$ cat config.mk
export PLATFORM = sky130hd
export DESIGN_NAME = script_label_line_finder_flat
export DESIGN_NICKNAME = d
export VERILOG_FILES = /design/src/rtl/slf_pkg.sv /design/src/rtl/slf_stream_if.sv /design/src/rtl/slf_result_if.sv /design/src/rtl/script_label_line_finder.sv /design/src/flat_wrapper.sv
export VERILOG_INCLUDE_DIRS = /design/src /design/src/rtl
export SDC_FILE = /design/constraint.sdc
export NUM_CORES = 1
export LEC_CHECK = 0
export BUFFER_PORTS_ARGS = -buffer_cell sky130_fd_sc_hd__buf_2
export CORE_ASPECT_RATIO = 0.8
export CORE_MARGIN = 3
export CORE_UTILIZATION = 47
export CTS_BUF_LIST = sky130_fd_sc_hd__clkbuf_4 sky130_fd_sc_hd__clkbuf_8
export CTS_CLUSTER_DIAMETER = 150
export CTS_CLUSTER_SIZE = 40
export DETAILED_ROUTE_END_ITERATION = 10
export PLACE_DENSITY = 0.8
export SYNTH_ARGS = -nofsm -noshare
export SYNTH_HDL_FRONTEND = slang
export SYNTH_SLANG_ARGS = --single-unit
export TNS_END_PERCENT = 100
$ cat constraint.sdc
create_clock -name clk -period 3.18 [get_ports clk]
set_input_delay 0 -clock clk [delete_from_list [all_inputs] [get_ports clk]]
set_output_delay 0 -clock clk [all_outputs]
set_load 0.01 [all_outputs]
$ cat src/rtl/script_label_line_finder_macros.svh
// Assertion macros for the label line finder.
`ifndef SCRIPT_LABEL_LINE_FINDER_MACROS_SVH
`define SCRIPT_LABEL_LINE_FINDER_MACROS_SVH

`ifndef SYNTHESIS
`define SLF_ASSERT(name, clk, rst, prop, msg) \
  name: assert property (@(posedge clk) disable iff (rst) prop) else $error(msg);
`define SLF_ASSERT_RST(name, clk, prop, msg) \
  name: assert property (@(posedge clk) prop) else $error(msg);
`else
`define SLF_ASSERT(name, clk, rst, prop, msg)
`define SLF_ASSERT_RST(name, clk, prop, msg)
`endif

`endif

$ cat src/rtl/slf_pkg.sv
package slf_pkg;

  localparam int LABEL_BYTES  = 8;
  localparam int LABEL_IDX_W  = (LABEL_BYTES > 1) ? $clog2(LABEL_BYTES) : 1;
  localparam int LABEL_LEN_W  = 4;
  localparam int TEXT_W       = 64;
  localparam int OFFSET_W     = 32;
  localparam int CFG_DATA_W   = 64;
  localparam int CFG_INDEX_W  = 1;

  typedef logic [7:0]             byte_t;
  typedef logic [OFFSET_W-1:0]    offset_t;
  typedef logic [CFG_INDEX_W-1:0] cfg_index_t;
  typedef logic [CFG_DATA_W-1:0]  cfg_data_t;
  typedef logic [LABEL_LEN_W-1:0] label_len_t;

  localparam cfg_index_t REG_LABEL_TEXT   = 1'd0;
  localparam cfg_index_t REG_LABEL_LENGTH = 1'd1;

  localparam byte_t CH_NL    = 8'd10;
  localparam byte_t CH_TAB   = 8'd9;
  localparam byte_t CH_SP    = 8'd32;
  localparam byte_t CH_COLON = 8'd58;

endpackage

$ cat src/rtl/slf_stream_if.sv
interface slf_stream_if;
  logic            valid;
  logic            ready;
  slf_pkg::byte_t  stream_byte;
  logic            end_of_stream;

  modport source (output valid, output stream_byte, output end_of_stream, input ready);
  modport sink   (input valid, input stream_byte, input end_of_stream, output ready);
endinterface

$ cat src/rtl/slf_result_if.sv
interface slf_result_if;
  logic              valid;
  logic              ready;
  logic              label_found;
  slf_pkg::offset_t  resume_offset;

  modport source (output valid, output label_found, output resume_offset, input ready);
  modport sink   (input valid, input label_found, input resume_offset, output ready);
endinterface

$ cat src/rtl/script_label_line_finder.sv
// channel   dir  payload                        beat
// in_ch     in   stream_byte, end_of_stream     valid & ready
// out_ch    out  label_found, resume_offset     valid & ready
// cfg       in   cfg_index, cfg_data            cfg_write
//
// One byte per cycle while in_ch.ready is high; the scan state updates in the
// accepting cycle and a result appears in the output register on the next cycle.
// in_ch.ready drops only while a result waits and out_ch.ready is low.
// rst (synchronous) clears the scan, the label to zero, the length to one.
`include "script_label_line_finder_macros.svh"

module script_label_line_finder (
  input  logic                clk,
  input  logic                rst,
  input  logic                cfg_write,
  input  slf_pkg::cfg_index_t cfg_index,
  input  slf_pkg::cfg_data_t  cfg_data,
  slf_stream_if.sink          in_ch,
  slf_result_if.source        out_ch
);
  import slf_pkg::*;

  typedef enum logic [1:0] {
    LINE_START,
    AFTER_COLON,
    IN_WORD,
    SKIP_LINE
  } mode_t;

  logic [TEXT_W-1:0] label_text;
  label_len_t        label_length;

  mode_t      mode, mode_next;
  label_len_t word_position, word_position_next;
  logic       word_matches, word_matches_next;
  offset_t    byte_offset, byte_offset_next;

  logic    out_valid;
  logic    out_found;
  offset_t out_offset;

  logic    emit, emit_found;
  offset_t offset_inc;
  byte_t   c;
  logic    blank, newline, length_valid, word_full;
  logic    advance;

  function automatic byte_t label_byte(input logic [TEXT_W-1:0] text,
                                       input logic [LABEL_IDX_W-1:0] idx);
    return text[{idx, 3'b000} +: 8];
  endfunction

  assign c            = in_ch.stream_byte;
  assign blank        = (c == CH_SP) || (c == CH_TAB);
  assign newline      = (c == CH_NL);
  assign length_valid = (label_length != '0) &&
                        (label_length <= LABEL_LEN_W'(LABEL_BYTES));
  assign word_full    = (word_position >= label_length) ||
                        (word_position >= LABEL_LEN_W'(LABEL_BYTES));
  assign offset_inc   = (byte_offset == '1) ? byte_offset : byte_offset + 1'b1;

  assign in_ch.ready  = !out_valid || out_ch.ready;
  assign advance      = in_ch.valid && in_ch.ready;

  always_comb begin
    mode_next          = mode;
    word_position_next = word_position;
    word_matches_next  = word_matches;
    byte_offset_next   = byte_offset;
    emit               = 1'b0;
    emit_found         = 1'b0;
    if (in_ch.end_of_stream) begin
      emit               = 1'b1;
      mode_next          = LINE_START;
      word_position_next = '0;
      word_matches_next  = 1'b0;
      byte_offset_next   = '0;
    end else begin
      byte_offset_next = offset_inc;
      case (mode)
        LINE_START: begin
          if (!blank && !newline) begin
            if (c == CH_COLON) begin
              mode_next = AFTER_COLON;
            end else begin
              mode_next         = SKIP_LINE;
              word_matches_next = 1'b0;
            end
          end
        end
        AFTER_COLON: begin
          if (!blank) begin
            if (!newline && c == label_byte(label_text, '0)) begin
              mode_next          = IN_WORD;
              word_position_next = LABEL_LEN_W'(1);
              word_matches_next  = length_valid;
            end else begin
              mode_next          = LINE_START;
              word_position_next = '0;
              word_matches_next  = 1'b0;
            end
          end
        end
        IN_WORD: begin
          if (newline || blank) begin
            word_matches_next = word_matches && (word_position == label_length);
            if (blank) begin
              mode_next = SKIP_LINE;
            end else if (word_matches_next) begin
              emit       = 1'b1;
              emit_found = 1'b1;
            end else begin
              mode_next          = LINE_START;
              word_position_next = '0;
              word_matches_next  = 1'b0;
            end
          end else if (word_full) begin
            mode_next         = SKIP_LINE;
            word_matches_next = 1'b0;
          end else begin
            if (c != label_byte(label_text, word_position[LABEL_IDX_W-1:0])) begin
              word_matches_next = 1'b0;
            end
            word_position_next = word_position + 1'b1;
          end
        end
        default: begin
          if (newline) begin
            if (word_matches) begin
              emit       = 1'b1;
              emit_found = 1'b1;
            end else begin
              mode_next          = LINE_START;
              word_position_next = '0;
              word_matches_next  = 1'b0;
            end
          end
        end
      endcase
      if (emit_found) begin
        mode_next          = LINE_START;
        word_position_next = '0;
        word_matches_next  = 1'b0;
        byte_offset_next   = '0;
      end
    end
  end

  always_ff @(posedge clk) begin
    if (rst) begin
      label_text    <= '0;
      label_length  <= LABEL_LEN_W'(1);
      mode          <= LINE_START;
      word_position <= '0;
      word_matches  <= 1'b0;
      byte_offset   <= '0;
      out_valid     <= 1'b0;
    end else begin
      if (cfg_write) begin
        case (cfg_index)
          REG_LABEL_TEXT:   label_text   <= cfg_data[TEXT_W-1:0];
          REG_LABEL_LENGTH: label_length <= cfg_data[LABEL_LEN_W-1:0];
          default: ;
        endcase
      end
      if (out_ch.ready) begin
        out_valid <= 1'b0;
      end
      if (advance) begin
        mode          <= mode_next;
        word_position <= word_position_next;
        word_matches  <= word_matches_next;
        byte_offset   <= byte_offset_next;
        if (emit) begin
          out_valid <= 1'b1;
        end
      end
    end
    if (advance && emit) begin
      out_found  <= emit_found;
      out_offset <= emit_found ? offset_inc : '0;
    end
  end

  assign out_ch.valid         = out_valid;
  assign out_ch.label_found   = out_found;
  assign out_ch.resume_offset = out_offset;

  `SLF_ASSERT_RST(a_reset_clears_scan, clk,
    rst |=> (mode == LINE_START && byte_offset == '0 && !out_valid),
    "scan state not cleared by reset")
  `SLF_ASSERT(a_result_offset, clk, rst,
    out_valid |-> (out_found ? (out_offset != '0) : (out_offset == '0)),
    "result offset inconsistent with found flag")
  `SLF_ASSERT(a_word_position_range, clk, rst,
    word_position <= LABEL_LEN_W'(LABEL_BYTES),
    "word position beyond label size")

endmodule
$ cat src/flat_wrapper.sv
// flat-port wrapper written by rule: the top's interface ports become plain ports
module script_label_line_finder_flat import slf_pkg::*;
  (clk, rst, cfg_write, cfg_index, cfg_data, in_ch_valid, in_ch_stream_byte, in_ch_end_of_stream, in_ch_ready, out_ch_valid, out_ch_label_found, out_ch_resume_offset, out_ch_ready);
  slf_stream_if in_ch_i ();
  slf_result_if out_ch_i ();
  input  logic clk;
  input  logic rst;
  input  logic cfg_write;
  input  slf_pkg::cfg_index_t cfg_index;
  input  slf_pkg::cfg_data_t cfg_data;
  input wire logic [$bits(in_ch_i.valid)-1:0] in_ch_valid;
  input wire logic [$bits(in_ch_i.stream_byte)-1:0] in_ch_stream_byte;
  input wire logic [$bits(in_ch_i.end_of_stream)-1:0] in_ch_end_of_stream;
  output wire logic [$bits(in_ch_i.ready)-1:0] in_ch_ready;
  output wire logic [$bits(out_ch_i.valid)-1:0] out_ch_valid;
  output wire logic [$bits(out_ch_i.label_found)-1:0] out_ch_label_found;
  output wire logic [$bits(out_ch_i.resume_offset)-1:0] out_ch_resume_offset;
  input wire logic [$bits(out_ch_i.ready)-1:0] out_ch_ready;
  assign in_ch_i.valid = in_ch_valid;
  assign in_ch_i.stream_byte = in_ch_stream_byte;
  assign in_ch_i.end_of_stream = in_ch_end_of_stream;
  assign in_ch_ready = in_ch_i.ready;
  assign out_ch_valid = out_ch_i.valid;
  assign out_ch_label_found = out_ch_i.label_found;
  assign out_ch_resume_offset = out_ch_i.resume_offset;
  assign out_ch_i.ready = out_ch_ready;
  script_label_line_finder u_core (.clk(clk), .rst(rst), .cfg_write(cfg_write), .cfg_index(cfg_index), .cfg_data(cfg_data), .in_ch(in_ch_i), .out_ch(out_ch_i));
endmodule
==> impl_metrics.prom, run 1 <==
# TYPE chip_impl_metric gauge
chip_impl_info{name="outcome",value="complete, no violations"} 1
chip_impl_metric{name="cts_buffers",unit=""} 17
chip_impl_metric{name="grt_start_max_net_pins",unit=""} 80
chip_impl_metric{name="netlist_area",unit="sq um"} 7040
chip_impl_info{name="yosys.cell_count.top_type",value="nand2_1"} 1
chip_impl_metric{name="power-per-cell-area",unit="nW/um^2"} 445
chip_impl_metric{name="synth_seq_cells",unit=""} 141
chip_impl_metric{name="cts.sinks",unit=""} 141
chip_impl_metric{name="antenna_left",unit=""} 0
chip_impl_metric{name="grt_first_pass_wirelength",unit="um"} 32700
chip_impl_metric{name="worst_setup_hold_path_clk_slew",unit="ps"} 90
chip_impl_metric{name="grt_antenna_before_repair",unit=""} 1
chip_impl_metric{name="tightestPinTransition",unit="ps"} 854
chip_impl_metric{name="critPathMaxFanout",unit=""} 11
chip_impl_metric{name="pleak",unit="uW"} 0.00324
chip_impl_metric{name="cts_post_setup_buffers_inserted",unit=""} 0
chip_impl_metric{name="worst_clock_skew",unit="ps"} 16.1
chip_impl_metric{name="ctsHtreeMaxLevel",unit=""} 4
chip_impl_metric{name="synth-async-reset-ratio",unit=""} 0
chip_impl_metric{name="detail_route.wirelength",unit="um"} 20300
chip_impl_metric{name="worst_relative_slew_slack",unit=""} 0.428
chip_impl_metric{name="post_drt_via_cell_ratio",unit=""} 5.80
chip_impl_metric{name="grt_pass1_vias",unit=""} 6490
chip_impl_metric{name="globalRoute.totalOverflow",unit=""} 0
chip_impl_metric{name="layout.cells.non_filler",unit=""} 1168
chip_impl_info{name="root_buffer",value="clkbuf_8"} 1
chip_impl_metric{name="synth_largest_type_area_fraction",unit=""} 0.307
chip_impl_info{name="synthFlopType",value="dfxtp_1"} 1
chip_impl_metric{name="layout_min_cycle_time",unit="ps"} 2980
chip_impl_metric{name="initial_core_util",unit=""} 0.487
chip_impl_info{name="tritoncts",value="built"} 1
chip_impl_metric{name="multiInputGateArea",unit="sq um"} 3620
chip_impl_metric{name="die_h",unit="um"} 115
chip_impl_info{name="worst_setup_path_end_kind",value="register"} 1
chip_impl_metric{name="floorplan.die_area",unit="sq um"} 16500
chip_impl_metric{name="grtUsageTotal",unit=""} 0.252
chip_impl_info{name="rr_startpoint",value="u_core.label_length[2]$_SDFFE_PP0P_"} 1
chip_impl_info{name="synth.cells.most_frequent",value="nand2_1 (158), dfxtp_1 (108), a21oi_1 (103)"} 1
chip_impl_info{name="ys_top_cells_by_area",value="dfxtp_1 (31%), edfxtp_1 (14%), nand2_1 (8.4%)"} 1
chip_impl_metric{name="timing.critical_path.required",unit="ps"} 3570
chip_impl_metric{name="placeableCoreArea",unit="sq um"} 14400
chip_impl_metric{name="cts_max_path_buffers",unit=""} 2
chip_impl_metric{name="via_count",unit=""} 6774
chip_impl_metric{name="post_route_cells_drive_above_1_share",unit=""} 0.190
chip_impl_metric{name="worst_ir_drop_vdd",unit="uV"} 322
chip_impl_metric{name="final.hold.worst_slack",unit="ps"} 62.5
chip_impl_info{name="yosys.area.top_type",value="dfxtp_1"} 1
chip_impl_info{name="r2r_end",value="u_core.mode[0]$_SDFFE_PP0P_"} 1
chip_impl_metric{name="syn_avg_cell_area",unit="sq um"} 8.70
chip_impl_metric{name="dp_worst_setup_slack",unit="ps"} 432
chip_impl_metric{name="rr_worst_depth",unit=""} 10
chip_impl_metric{name="fin_tns_setup",unit="ps"} 0
chip_impl_info{name="criticalPathCategory",value="register to register"} 1
chip_impl_metric{name="setup-violations-final",unit=""} 0
chip_impl_metric{name="num-nets-final",unit=""} 1061
chip_impl_metric{name="synth_cell_types",unit=""} 60
chip_impl_metric{name="syn-num-nets",unit=""} 899
chip_impl_metric{name="fill_cells",unit=""} 1138
chip_impl_metric{name="r2r_setup_slack",unit="ps"} 200
chip_impl_metric{name="detail_route.iter0.violations",unit=""} 775
chip_impl_metric{name="port_buffers",unit=""} 113
chip_impl_metric{name="finalCritPeriodShare",unit=""} 0.936
chip_impl_metric{name="pin_count",unit=""} 114
chip_impl_metric{name="dp.cells",unit=""} 1064
chip_impl_metric{name="place_congestion",unit=""} 0.881
chip_impl_metric{name="timing_limited_maximum_frequency",unit="MHz"} 336
chip_impl_metric{name="area.growth.synth_to_final",unit="%"} 26.2
chip_impl_metric{name="maxCapViolCount",unit=""} 0
chip_impl_metric{name="die_width",unit="um"} 143
chip_impl_metric{name="synth.yosys.seq_area_share",unit=""} 0.448
chip_impl_metric{name="clock_latency",unit="ps"} 450
chip_impl_metric{name="area.sequential",unit="sq um"} 3150
chip_impl_metric{name="ys.warnings.count",unit=""} 0
chip_impl_info{name="crit_path_end",value="u_core.mode[0]$_SDFFE_PP0P_"} 1
chip_impl_metric{name="finalMaxSlewViolations",unit=""} 0
chip_impl_metric{name="arrival",unit="ps"} 3360
chip_impl_metric{name="drt_drc_violations_left",unit=""} 0
chip_impl_info{name="startpoint_of_the_most_critical_setup_path",value="u_core.label_length[2]$_SDFFE_PP0P_"} 1
chip_impl_info{name="timing.critical_path.from_type",value="register"} 1
chip_impl_metric{name="finalWorstSetupSlack",unit="ps"} 205
chip_impl_metric{name="detail_route.first_pass.iterations",unit=""} 5
chip_impl_metric{name="drt-wirelength-per-cell",unit="um"} 17.4
chip_impl_metric{name="place.detailed.hpwl",unit="um"} 12400
chip_impl_metric{name="hold_violations",unit=""} 0
chip_impl_metric{name="synthCells",unit=""} 809
chip_impl_info{name="timing.hold.worst.class",value="primary input to register"} 1
chip_impl_metric{name="rows",unit=""} 39
chip_impl_info{name="unrepaired_setup_endpoints_after_global_routing",value="no"} 1
chip_impl_metric{name="edff_count_synth",unit=""} 33
flip-flops by register name (all words and copies together) (netlist names):
register	cells
u_core.out_ch.resume_offset	32
u_core.byte_offset	32
u_core.word_matches	1
u_core.word_position	4
u_core.out_ch.valid	1
u_core.label_length	4
u_core.label_text	64
u_core.out_ch.label_found	1
u_core.mode	2
repair_timing:
item,CTS,global route
hold endpoints to repair,83,0
gates resized for setup,0,0
hold buffers,72,0
area by class of cell:
type,instances,area share
repair buffers,198,0.156
diodes,1,0.000282
well taps,184,0.0259
clock buffers,19,0.0280
multi-input cells,600,0.408
inverters,13,0.00592
flip-flops and latches,141,0.355
clock inverters,12,0.0210
worst min-delay path by stage:
stage,start,to,slack [ps],cells after the start
final,in_ch_valid,u_core.byte_offset[9]$_SDFFE_PP0P_,60,5
after global routing,in_ch_valid,u_core.byte_offset[9]$_SDFFE_PP0P_,70,5
after CTS,in_ch_valid,u_core.byte_offset[9]$_SDFFE_PP0P_,40,5
after detailed placement,cfg_data[41],u_core.label_text[41]$_SDFFE_PP0P_,250,3
after global placement,cfg_data[28],u_core.label_text[28]$_SDFFE_PP0P_,240,3
after floorplan,cfg_data[10],u_core.label_text[10]$_SDFFE_PP0P_,140,2
cell families after synthesis:
kind of cell | Yosys count | synth area share
and+or+nand+nor | 333 | 0.225
DFF | 141 | 0.448
buffers and inverters | 68 | 0.0388
muxes | 26 | 0.0619
xor gates and xnor gates | 43 | 0.0535
adders and majority gates | 11 | 0.0196
AOI/OAI and AO/OA | 187 | 0.154
placed cells by master (no fill, tap or decap), drive strengths merged, types with 3 or more instances in the layout:
cell / n
a21o: 4
a21oi: 104
a22oi: 3
a31oi: 14
a41oi: 3
and2: 4
and3: 11
and4: 7
buf: 126
bufinv: 4
clkbuf: 19
clkinv: 3
dfxtp: 108
dlygate4sd3: 72
edfxtp: 33
ha: 11
inv: 16
mux2i: 12
mux4: 14
nand2: 158
nand2b: 5
nand3: 26
nand4: 12
nor2: 63
nor2b: 3
nor3: 12
nor4: 8
o21ai: 36
o31ai: 9
or2: 3
or3: 8
or4: 4
xnor2: 21
xor2: 22
power by group:
part	internal (uW)	switching, uW	total, uW
sequential	1890	34.5	1920
combinational	195	230	425
clock	879	726	1610
total	2960	991	3950
worst max-delay path, cell delays in order, from the launching register on:
cell and delay (ps):
dfxtp_1 360, inv_1 60, ha_1 280, and3_1 220, a22o_1 200, a21o_1 280
buf_4 260, o21ai_1 140, a2111o_1 410, a21oi_1 130, dlygate4sd3_1 560
stage by stage:
step                 util  cell area [sq um]  total power (uW)
floorplan               -               7040              2160
global placement    0.535               7720              2290
detailed placement  0.535               7720              2300
CTS                 0.615               8880              3940
global route        0.615               8880              4070
finish              0.615               8880              3950
metal layers:
metal / wire length [um] / vias to the layer above / global-route usage / part of all wire
li1: - / 3192 / - / -
met4: 887 / 0 / 0.125 / 0.044
met2: 9370 / 350 / 0.386 / 0.46
met1: 8470 / 3160 / 0.344 / 0.42
met5: 0 / - / 0 / 0
met3: 1560 / 72 / 0.0474 / 0.077
(Power assumes the default switching activity.)
==> run 2: changes to the inputs <==
--- a/config.mk
+++ b/config.mk
@@ -14,6 +14,7 @@
 export CTS_CLUSTER_DIAMETER = 150
 export CTS_CLUSTER_SIZE = 40
 export DETAILED_ROUTE_END_ITERATION = 10
+export GPL_TIMING_DRIVEN = 0
 export PLACE_DENSITY = 0.8
 export SYNTH_ARGS = -nofsm -noshare
 export SYNTH_HDL_FRONTEND = slang
==> run 2 against run 1 <==
  * The flow now finishes with violations (design-rule violations)
  * Non-clock buffer count up 43
  * Via count grew 6.0%
  * Cell count is 3.9% higher
  * Maximum frequency fell by 2.2%
  * Critical path depth up 2
  * Total power down 4.3%
  * Routed wire length increased by 11%
  * Utilization increased by 0.91 points
  * Largest cell class unchanged
  * Largest power group unchanged
==> impl_metrics.prom, run 2 (synthesis gave the netlist of run 1 again) <==
# TYPE chip_impl_metric gauge
chip_impl_metric{name="clock_latency",unit="ps"} 470
chip_impl_metric{name="cts_buffers",unit=""} 17
chip_impl_metric{name="grt_start_max_net_pins",unit=""} 17
chip_impl_info{name="root_buffer",value="clkbuf_8"} 1
chip_impl_metric{name="initial_core_util",unit=""} 0.487
chip_impl_metric{name="post_route_cells_drive_above_1_share",unit=""} 0.192
chip_impl_metric{name="port_buffers",unit=""} 112
chip_impl_metric{name="area.growth.synth_to_final",unit="%"} 28.0
chip_impl_info{name="layout_commonest_cell",value="nand2_1"} 1
chip_impl_metric{name="drt_drc_violations_left",unit=""} 2
chip_impl_metric{name="layout_min_cycle_time",unit="ps"} 3040
chip_impl_info{name="largest_register",value="u_core.label_text"} 1
chip_impl_metric{name="cts.sinks",unit=""} 141
chip_impl_metric{name="finalWorstSetupSlack",unit="ps"} 138
chip_impl_metric{name="ctsHtreeMaxLevel",unit=""} 4
chip_impl_metric{name="detail_route.first_pass.iterations",unit=""} 9
chip_impl_metric{name="die_width",unit="um"} 143
chip_impl_metric{name="antenna_left",unit=""} 0
chip_impl_metric{name="num-nets-final",unit=""} 1105
chip_impl_metric{name="rr_worst_depth",unit=""} 12
chip_impl_metric{name="r2r_setup_slack",unit="ps"} 140
chip_impl_info{name="unrepaired_setup_endpoints_after_global_routing",value="no"} 1
chip_impl_metric{name="hold_violations",unit=""} 0
chip_impl_metric{name="worst_ir_drop_vdd",unit="uV"} 393
chip_impl_metric{name="timing_limited_maximum_frequency",unit="MHz"} 329
chip_impl_metric{name="detail_route.wirelength",unit="um"} 22500
chip_impl_metric{name="detail_route.iter0.violations",unit=""} 852
chip_impl_metric{name="post_drt_via_cell_ratio",unit=""} 5.92
chip_impl_info{name="criticalPathCategory",value="register to register"} 1
chip_impl_metric{name="timing.critical_path.required",unit="ps"} 3570
chip_impl_metric{name="floorplan.die_area",unit="sq um"} 16500
chip_impl_metric{name="drt-wirelength-per-cell",unit="um"} 18.5
chip_impl_info{name="timing.hold.worst.class",value="primary input to register"} 1
chip_impl_info{name="worst_setup_path_end_kind",value="register"} 1
chip_impl_metric{name="via_count",unit=""} 7180
chip_impl_metric{name="grtUsageTotal",unit=""} 0.273
chip_impl_info{name="timing.hold.worst.start",value="in_ch_stream_byte[4]"} 1
chip_impl_metric{name="finalCritPeriodShare",unit=""} 0.957
chip_impl_metric{name="total_power",unit="uW"} 3780
chip_impl_info{name="final_cell_mix",value="nand2_1 (157), buf_2 (122), dfxtp_1 (107), a21oi_1 (103), dlygate4sd3_1 (70)"} 1
chip_impl_info{name="violations",value="design-rule violations"} 1
chip_impl_metric{name="pleak",unit="uW"} 0.00330
chip_impl_info{name="timing.critical_path.from_type",value="register"} 1
chip_impl_metric{name="dp_worst_setup_slack",unit="ps"} -708
chip_impl_metric{name="globalRoute.totalOverflow",unit=""} 0
chip_impl_metric{name="power-per-cell-area",unit="nW/um^2"} 420
chip_impl_info{name="startpoint_of_the_most_critical_setup_path",value="u_core.word_position[0]$_SDFFE_PP0P_"} 1
chip_impl_metric{name="rows",unit=""} 39
chip_impl_metric{name="place.detailed.hpwl",unit="um"} 14000
chip_impl_metric{name="pin_count",unit=""} 114
chip_impl_info{name="tritoncts",value="built"} 1
chip_impl_metric{name="worst_clock_skew",unit="ps"} 14.7
chip_impl_metric{name="min_path_cells",unit=""} 6
chip_impl_info{name="rr_startpoint",value="u_core.word_position[0]$_SDFFE_PP0P_"} 1
chip_impl_metric{name="grt_pass1_vias",unit=""} 6850
chip_impl_metric{name="grt_first_pass_wirelength",unit="um"} 34900
chip_impl_metric{name="die_h",unit="um"} 115
chip_impl_metric{name="arrival",unit="ps"} 3430
chip_impl_metric{name="critPathMaxFanout",unit=""} 10
chip_impl_metric{name="place_congestion",unit=""} 0.933
chip_impl_info{name="outcome",value="complete, but fails checks"} 1
chip_impl_metric{name="worst_setup_hold_path_clk_slew",unit="ps"} 90
chip_impl_metric{name="placeableCoreArea",unit="sq um"} 14400
chip_impl_metric{name="tightestPinTransition",unit="ps"} 675
chip_impl_metric{name="number_of_flip_flops_under_the_largest_register_name",unit=""} 64
chip_impl_metric{name="finalMaxSlewViolations",unit=""} 0
chip_impl_metric{name="maxCapViolCount",unit=""} 0
chip_impl_metric{name="cts_max_path_buffers",unit=""} 2
chip_impl_metric{name="grt_antenna_before_repair",unit=""} 1
chip_impl_metric{name="worst_relative_slew_slack",unit=""} 0.550
chip_impl_metric{name="setup-violations-final",unit=""} 0
==> run 2: cell type report <==
| class | instances | area [sq um] |
|---|---|---|
| well taps | 184 | 230 |
| inverters | 13 | 52.6 |
| repair inverters | 1 | 7.51 |
| clock buffers | 17 | 234 |
| plain buffers | 55 | 260 |
| fillers | 1143 | 5430 |
| flip-flops and latches | 141 | 3150 |
| repair buffers | 186 | 1290 |
| diodes | 1 | 2.50 |
| clock inverters | 15 | 144 |
| multi-input cells | 600 | 3630 |
==> run 2: path summary, 6_finish.rpt <==
check                                              to
hold reg to reg    u_core.label_text[21]$_SDFFE_PP0P_
setup / recovery  u_core.byte_offset[31]$_SDFFE_PP0P_
hold / removal       u_core.word_matches$_SDFFE_PP0P_
setup reg to reg  u_core.byte_offset[31]$_SDFFE_PP0P_
==> run 2: power breakdown <==
part	switching (uW)	internal (uW)	leakage (uW)
Clock	825	584	0.000199
Combinational	251	199	0.00191
Sequential	37.5	1890	0.00119
Total	1110	2670	0.00330
==> run 2: through the flow <==
stage	utilization	std cells	setup TNS, ps	hold WS, ps	area [sq um]
floorplan	-	809	0	136	7040
global placement	0.542	1105	-31410	244	7830
detailed placement	0.542	1105	-33690	246	7830
CTS	0.621	1212	0	120	8980
global route	0.624	1213	0	196	9010
finish	0.624	1213	0	142	9010
==> run 2: routing by layer <==
metal | vias up | wire [um] | global-route usage
met5 | - | 0 | 0
met4 | 0 | 1130 | 0.127
met2 | 489 | 10100 | 0.413
met1 | 3284 | 8830 | 0.358
li1 | 3289 | - | -
met3 | 118 | 2450 | 0.0887
==> run 2: timing repair <==
action | CTS | global route
cloned | 1 | 0
setup buffers | 4 | 0
resized for setup | 10 | 15
setup endpoints to repair | 74 | 58
hold buffers | 70 | 0
endpoints found under the hold margin | 71 | 0
pin swaps | 0 | 0
==> run 2: critical path, stage by stage, from the launching register on <==
cell     delay (ps)
dfxtp_2         370
buf_12          160
buf_8           160
inv_1           140
ha_4            280
and3_1          190
a22o_1          250
a21o_1          190
buf_2           180
or3_1           350
buf_4           210
or3_1           360
o21ai_0         100
